[src/rtl/checked_i64_alu_top_defines.svh]
// Assertion macros for the checked 64-bit ALU.
// Used by checked_i64_alu_top; relies on i_clk and i_rst_n in the including module.
`ifndef CHECKED_I64_ALU_TOP_DEFINES_SVH
`define CHECKED_I64_ALU_TOP_DEFINES_SVH

// Clocked check, off while reset is asserted.
`define CIA_ASSERT(lbl, prop, msg) \
    lbl: assert property (@(posedge i_clk) disable iff (!i_rst_n) prop) else $error(msg);

// Implication checked in the same cycle.
`define CIA_ASSERT_IMP(lbl, ante, cons, msg) \
    `CIA_ASSERT(lbl, (ante) |-> (cons), msg)

`endif

[src/rtl/cia_pkg.sv]
// Shared types and codes for the checked 64-bit ALU.
// No dependencies.
package cia_pkg;

    localparam logic [2:0] OP_ADD = 3'd0;
    localparam logic [2:0] OP_SUB = 3'd1;
    localparam logic [2:0] OP_MUL = 3'd2;
    localparam logic [2:0] OP_DIV = 3'd3;
    localparam logic [2:0] OP_CMP = 3'd4;

    localparam logic [2:0] PR_EQ = 3'd0;
    localparam logic [2:0] PR_NE = 3'd1;
    localparam logic [2:0] PR_LT = 3'd2;
    localparam logic [2:0] PR_LE = 3'd3;
    localparam logic [2:0] PR_GT = 3'd4;
    localparam logic [2:0] PR_GE = 3'd5;

    localparam logic [2:0] ST_OK       = 3'd0;
    localparam logic [2:0] ST_OVERFLOW = 3'd1;
    localparam logic [2:0] ST_DIV_ZERO = 3'd2;
    localparam logic [2:0] ST_DIV_OVF  = 3'd3;
    localparam logic [2:0] ST_BAD_PRED = 3'd4;

    localparam int unsigned DIV_STAGES = 64;
    localparam logic [63:0] MIN_S64 = 64'h8000_0000_0000_0000;

    // Result so far, plus what the divide tail still has to do.
    typedef struct packed {
        logic [63:0] value;
        logic [2:0]  status;
        logic        is_bool;
        logic        is_div;
        logic        div_neg;
    } t_side;

    typedef struct packed {
        t_side       side;
        logic        is_mul;
        logic        wrap;
        logic        mul_neg;
        logic [63:0] ma;
        logic [63:0] mb;
    } t_prep;

    typedef struct packed {
        t_side       side;
        logic [63:0] ma;
        logic [63:0] mb;
    } t_dvin;

    function automatic logic [63:0] magnitude(input logic [63:0] x);
        magnitude = x[63] ? (64'd0 - x) : x;
    endfunction

endpackage

[src/rtl/cia_prep.sv]
// First stage: decode, add/sub/compare results, error checks, operand magnitudes.
// Depends on cia_pkg.
module cia_prep import cia_pkg::*; (
    input  logic               i_clk,
    input  logic               i_rst_n,
    input  logic               i_en,
    input  logic               i_vld,
    input  logic [2:0]         i_op,
    input  logic               i_wrapping,
    input  logic [2:0]         i_predicate,
    input  logic signed [63:0] i_left_operand,
    input  logic signed [63:0] i_right_operand,
    output logic               o_vld,
    output t_prep              o_prep
);

    logic        r_vld;
    t_prep       r_prep;
    t_prep       n_prep;
    logic [63:0] a, b, sum, dif;
    logic        add_ovf, sub_ovf, lt, gt, eq, cmp;

    always_comb begin
        a       = i_left_operand;
        b       = i_right_operand;
        sum     = a + b;
        dif     = a - b;
        add_ovf = (a[63] ^ sum[63]) & (b[63] ^ sum[63]);
        sub_ovf = (a[63] ^ b[63]) & (a[63] ^ dif[63]);
        lt      = i_left_operand < i_right_operand;
        gt      = i_right_operand < i_left_operand;
        eq      = a == b;

        n_prep              = '0;
        n_prep.wrap         = i_wrapping;
        n_prep.ma           = magnitude(a);
        n_prep.mb           = magnitude(b);
        n_prep.mul_neg      = (a[63] ^ b[63]) && (a != '0) && (b != '0);
        n_prep.side.status  = ST_OK;
        cmp                 = 1'b0;

        case (i_op)
            OP_ADD: begin
                if (!i_wrapping && add_ovf) n_prep.side.status = ST_OVERFLOW;
                else                        n_prep.side.value  = sum;
            end
            OP_SUB: begin
                if (!i_wrapping && sub_ovf) n_prep.side.status = ST_OVERFLOW;
                else                        n_prep.side.value  = dif;
            end
            OP_MUL: begin
                n_prep.is_mul = 1'b1;
            end
            OP_DIV: begin
                if (b == '0) begin
                    n_prep.side.status = ST_DIV_ZERO;
                end else if (a == MIN_S64 && b == '1) begin
                    n_prep.side.status = ST_DIV_OVF;
                end else begin
                    n_prep.side.is_div  = 1'b1;
                    n_prep.side.div_neg = a[63] ^ b[63];
                end
            end
            OP_CMP: begin
                case (i_predicate)
                    PR_EQ:   cmp = eq;
                    PR_NE:   cmp = !eq;
                    PR_LT:   cmp = lt;
                    PR_LE:   cmp = !gt;
                    PR_GT:   cmp = gt;
                    PR_GE:   cmp = !lt;
                    default: n_prep.side.status = ST_BAD_PRED;
                endcase
                if (n_prep.side.status == ST_OK) begin
                    n_prep.side.value   = {63'd0, cmp};
                    n_prep.side.is_bool = 1'b1;
                end
            end
            default: n_prep.side.status = ST_BAD_PRED;
        endcase
    end

    always_ff @(posedge i_clk) begin
        if (!i_rst_n) begin
            r_vld <= 1'b0;
        end else if (i_en) begin
            r_vld <= i_vld;
        end
    end

    always_ff @(posedge i_clk) begin
        if (i_en) begin
            r_prep <= n_prep;
        end
    end

    assign o_vld  = r_vld;
    assign o_prep = r_prep;

endmodule

[config.mk]
export PLATFORM = sky130hd
export DESIGN_NAME = cia_prep
export DESIGN_NICKNAME = d
export VERILOG_FILES = /design/src/rtl/checked_i64_alu_top_defines.svh /design/src/rtl/cia_pkg.sv /design/src/rtl/cia_prep.sv
export SDC_FILE = /design/constraint.sdc
export NUM_CORES = 1
export LEC_CHECK = 0
export ABC_AREA = 1
export BUFFER_PORTS_ARGS = -buffer_cell sky130_fd_sc_hd__buf_2
export CAP_MARGIN = 20
export CORE_ASPECT_RATIO = 2
export CORE_UTILIZATION = 60
export DETAILED_ROUTE_END_ITERATION = 16
export PLACE_DENSITY = 0.83
export SKIP_LAST_GASP = 1
export SLEW_MARGIN = 20
export SYNTH_ARGS = -nofsm -noshare
export SYNTH_HDL_FRONTEND = slang
export SYNTH_SLANG_ARGS = --single-unit
[constraint.sdc]
create_clock -name i_clk -period 4.15 [get_ports i_clk]
set_input_delay 0.83 -clock i_clk [delete_from_list [all_inputs] [get_ports i_clk]]
set_output_delay 0.83 -clock i_clk [all_outputs]
set_load 0.1 [all_outputs]
==> qor.csv, run 1 <==
stage,metric,value,unit
outcome,status,stopped before the end,
outcome,failing step,global routing,
outcome,error msg,[ERROR GRT-0116] Global routing finished with congestion. Check the congestion regions in the DRC Viewer.,
grt,gr ovfl total,413,
yosys,"flops & latches, synth",202,
yosys,syn nets,3626,
place,DP HPWL,92200,µm
grt,largest net degree at the start of global routing,111,
grt,first-pass GRT wire length,206000,µm
yosys,"Seq/Total Area, Yosys",26.9,%
yosys,Syn Inst Count,3291,
floorplan,FP Rows,100,
yosys,Mapped Area,22500,µm²
floorplan,Boundary Pins,341,
floorplan,Initial Util,60.8,%
clock_network,Root Buffer,clkbuf_16,
place,IO buf count,340,
floorplan,Die H,276,µm
clock_network,Inserted Clock Buffers,20,
clock_network,# hold bufs at CTS,0,
clock_network,Bufs on Longest Clock Path,3,
place,Post-DP Area,25100,µm²
place,routability cong.,1.17,
clock_network,CTS resizes,0,
clock_network,setup bufs post-CTS,0,
grt,GR Util All Layers,72.3,%
yosys,Post-Syn Area per Cell,6.84,µm²
yosys,count of unique library cells instantiated by Yosys,55,
grt,vias in the first global route,29400,
yosys,Synth Warn #,0,
floorplan,Die X,139,µm
clock_network,CTS H-tree depth,1,
clock_network,CTS Sinks,202,
-- logic make-up after synthesis --
kind of cell	Yosys count	share of synthesized area (%)
flip-flops	202	26.9
adder cells (fa/ha/maj)	196	11.0
XOR/XNOR	210	8.17
buffers and inverters	625	11.4
AND/OR/NAND/NOR	1546	29.3
AO/OA/AOI/OAI	512	13.3
-- layer usage --
metal,track usage [%],overflow
met2,97.8,248
met5,12.4,0
met4,81.7,154
met3,45.8,9
met1,69.9,2
-- Yosys cell counts, drive strengths merged --
cell type | instances | area share, %
nor4b | 1 | 0.039
o21ai | 192 | 5.2
and2 | 1 | 0.028
nor2 | 469 | 8.0
and3 | 1 | 0.028
a41oi | 1 | 0.039
o21bai | 39 | 1.3
edfxtp | 201 | 27
o21a | 9 | 0.30
nand3b | 2 | 0.067
xnor2 | 4 | 0.16
nand2 | 699 | 12
a21oi | 226 | 5.1
a31oi | 12 | 0.33
a21boi | 9 | 0.30
fa | 2 | 0.18
a22oi | 1 | 0.033
nor3 | 77 | 1.8
o2111ai | 1 | 0.039
a21o | 11 | 0.37
o31ai | 2 | 0.067
dfxtp | 1 | 0.089
ha | 194 | 11
nand3 | 148 | 3.4
or3b | 1 | 0.039
o211ai | 8 | 0.27
inv | 537 | 9.0
clkbuf | 21 | 0.36
xor2 | 206 | 8.0
nor3b | 1 | 0.033
nor4 | 51 | 1.5
buf | 67 | 2.1
or2 | 7 | 0.21
nand4 | 88 | 2.4
a211oi | 1 | 0.033
-- metrics by stage --
step | utilization, % | setup WS, ns | cells
2_1_floorplan | - | 0.992 | 3291
3_3_place_gp | 67.7 | 0.221 | 4098
3_5_place_dp | 67.7 | 0.246 | 4098
4_1_cts | 69.5 | 0.777 | 4134
==> inputs of run 2 (changes only) <==
--- a/config.mk
+++ b/config.mk
@@ -8,10 +8,9 @@
 export ABC_AREA = 1
 export BUFFER_PORTS_ARGS = -buffer_cell sky130_fd_sc_hd__buf_2
 export CAP_MARGIN = 20
-export CORE_ASPECT_RATIO = 2
-export CORE_UTILIZATION = 60
+export CORE_UTILIZATION = 40
 export DETAILED_ROUTE_END_ITERATION = 16
-export PLACE_DENSITY = 0.83
+export PLACE_DENSITY_LB_ADDON = 0.15
 export SKIP_LAST_GASP = 1
 export SLEW_MARGIN = 20
 export SYNTH_ARGS = -nofsm -noshare
==> run 2 against run 1 <==
  * The flow now finishes without violations
  * Area after synthesis unchanged
  * Synthesized cell count unchanged
==> qor.csv, run 2 <==
stage,metric,value,unit,change
yosys,syn nets,3626,,unchanged
yosys,Syn Inst Count,3291,,unchanged
clock_network,clk_lat worst skew,0.59,ns,
grt,largest net degree at the start of global routing,78,,
yosys,Post-synth top cells,"nand2_1, inv_1, nor2_1",,unchanged
floorplan,FP Rows,86,,was 100
timing,final hold vios,0,,
timing,Rel. slew slack,32.8,%,
yosys,Mapped Area,22500,µm²,unchanged
hold_path,HP Class,in -> reg,,
layout,"most common cell after layout, fill and taps aside",nand2_1,,
clock_network,"CTS clk-pin slew, worst paths",0.06,ns,
floorplan,Core Region,55400,µm²,
yosys,most common cell in the netlist,nand2_1,,unchanged
floorplan,Die X,239,µm,was 139 µm
floorplan,Initial Util,40.6,%,was 60.8%
clock_network,setup bufs post-CTS,0,,unchanged
worst_setup_path,R2R depth,2,,
clock_network,# hold bufs at CTS,0,,unchanged
layout,Layout Nets,4059,,
timing,final worst-path cycle share,82.7,%,
timing,Slew Limit Fails,0,,
yosys,Post-synth top flop,edfxtp_1,,unchanged
grt,vias in the first global route,23000,,
grt,antenna violations before repair,3,,
routing,Starting DRT DRC Count,2957,,
clock_network,CTS Sinks,202,,unchanged
layout,register area,6060,µm²,
yosys,synth top area cells,"edfxtp_1, nand2_1, ha_1, inv_1, xor2_1",,unchanged
worst_setup_path,critical-path cell list,"buf_2, inv_1, ha_1, inv_1, a21oi_1, nand2_1, a21oi_1, nand2_1, nand2_1, nand2_2, nand2_1, nand3_1, nand3_2, nand3_2, nand2_4, buf_12, o21ai_2",,
yosys,Post-synth EDFFs,201,,unchanged
worst_setup_path,worst endpoint data arrival time,3.77,ns,
floorplan,Die H,239,µm,was 276 µm
floorplan,DIE AREA,57300,µm²,
layout,fill cell count,5882,,
worst_setup_path,max incr delay on CP,0.59,ns,
power,leakage,12.6,nW,
timing,Post-Route Skew,0,ns,
timing,post-route setup slack,0.716,ns,
clock_network,CTS resizes,0,,unchanged
place,Post-DP Area,25900,µm²,"was 25,100 µm²"
timing,RSZ-0062 raised after global routing,no,,
yosys,"Seq/Total Area, Yosys",26.9,%,unchanged
clock_network,Bufs on Longest Clock Path,3,,unchanged
worst_setup_path,CP most frequent cell,nand2_1,,
worst_setup_path,"slowest stage cell, crit path",ha_1,,
run,total of max-cap violations,0,,
yosys,Synth Warn #,0,,unchanged
worst_setup_path,startpoint type of the worst setup path,primary input,,
routing,remaining antenna violation count after routing,0,,
worst_setup_path,Crit Path Max Fanout,37,,
clock_network,Inserted Clock Buffers,27,,was 20
clock_network,Root Buffer,clkbuf_16,,unchanged
worst_setup_path,worst endpoint required time,4.48,ns,
routing,DRC,0,,
place,routability cong.,1.09,,was 1.17
worst_setup_path,Worst Setup End Kind,register,,
layout,"commonest non-fill, non-tap cells in the layout","nand2_1, inv_1, nor2_1, buf_2, a21oi_1",,
hold_path,Worst Hold Path Cells,3,,
routing,1st-pass router iterations,5,,
grt,first-pass GRT wire length,156000,µm,
grt,gr ovfl total,0,,
layout,"Design Area, Final",26800,µm²,
routing,Routed WL,111000,µm,
clock_network,CTS tree,yes,,
timing,final setup violation count,0,,
timing,post-route setup TNS,0,ns,
timing,Tmin final,3.43,ns,
routing,vias per inst,5.53,,
worst_setup_path,Buf/Inv on CP,4,,
worst_setup_path,cell family with most CP delay,simple AND/OR/NAND/NOR gates,,
yosys,Post-Syn Area per Cell,6.84,µm²,unchanged
yosys,share of the synthesized area in the top cell type,26.8,%,unchanged
grt,GR Util All Layers,38.0,%,
outcome,status,"finished, final reports clean",,was stopped before the end
worst_setup_path,WP depth,17,,
routing,routed len/inst,24.8,µm,
routing,vias,24800,,
layout,max reg flops,201,,
layout,Multi-input gate area,13900,µm²,
layout,share of layout cells above drive strength 1,17.0,%,
timing,f_max,0.291,GHz,
yosys,count of unique library cells instantiated by Yosys,55,,unchanged
place,DP HPWL,96000,µm,"was 92,200 µm"
yosys,"area leader, netlist",edfxtp_1,,unchanged
timing,measured slew at the worst slew-check pin,0.999,ns,
power,PwrDens,353,nW/µm²,
place,pre-CTS WS,0.176,ns,was 0.246 ns
place,IO buf count,340,,unchanged
worst_setup_path,CP Class,in -> reg,,
power,peak supply drop,0.000311,V,
timing,Fin Hold WS,0.470,ns,
clock_network,CTS H-tree depth,1,,unchanged
floorplan,Boundary Pins,341,,unchanged
yosys,"flops & latches, synth",202,,unchanged
yosys,Synth async-reset ratio,0,%,unchanged
layout,"Area growth, synth to finish",19.0,%,
==> run 2: cells by family (layout without fill, tap and decap cells) <==
group	after synthesis	in the layout	share of synthesized area (%)
simple gates	1546	1546	29.3
buf+inv	625	1078	11.4
compound gates	512	512	13.3
xor+xnor	210	210	8.17
flops	202	202	26.9
fa+ha+maj	196	196	11.0
other cells	0	2	0
==> run 2: worst reg2reg max path, cell delays in order (launching register included) <==
cell     delay [ns]
dfxtp_1        0.31
o21ai_0        0.15
a21oi_1        0.06
==> run 2: through the flow <==
stage	utilization, %	total power, mW	instances
2_1_floorplan	-	5.53	3291
3_3_place_gp	46.7	6.92	4443
3_5_place_dp	46.7	6.88	4443
4_1_cts	48.3	9.41	4492
5_1_grt	48.3	9.76	4493
6_report	48.4	9.47	4494
==> run 2: path summary, 6_finish.rpt <==
| check | start | to | slack [ns] |
|---|---|---|---|
| setup reg to reg | o_vld | o_vld | 3.50 |
| hold reg to reg | o_vld | o_vld | 0.54 |
| setup / recovery | i_left_operand[10] | o_prep[189] | 0.72 |
| hold / removal | i_vld | o_vld | 0.47 |
==> run 2: cell type report <==
cell class	count	area share [%]
antenna	2	0.0187
tap	748	3.49
timing repair buffer	492	11.0
inverter	537	7.54
sequential	202	22.6
clock buffer	34	2.77
multi-input combinational	2464	51.9
clock inverter	15	0.724
==> run 2: metal layers <==
layer  global-route usage [%]  share of wire (%)  wire length (µm)  vias up
met5                        0              0.031                34        -
met2                     56.9                 42             46900     1309
met3                     6.44                9.9             11000      151
li1                         -                  -                 -    11500
met4                     11.2                3.2              3550        4
met1                     55.3                 45             49900    11800
==> run 2: report_power, final <==
part | total [mW] | internal (mW) | leakage, nW | switching, mW
sequential | 2.56 | 2.49 | 1.96 | 0.0669
clock | 2.51 | 1.51 | 0.459 | 1.00
combinational | 4.39 | 0.932 | 10.2 | 3.46
total | 9.47 | 4.94 | 12.6 | 4.53
Note: power is estimated with default switching activity, not from simulation.
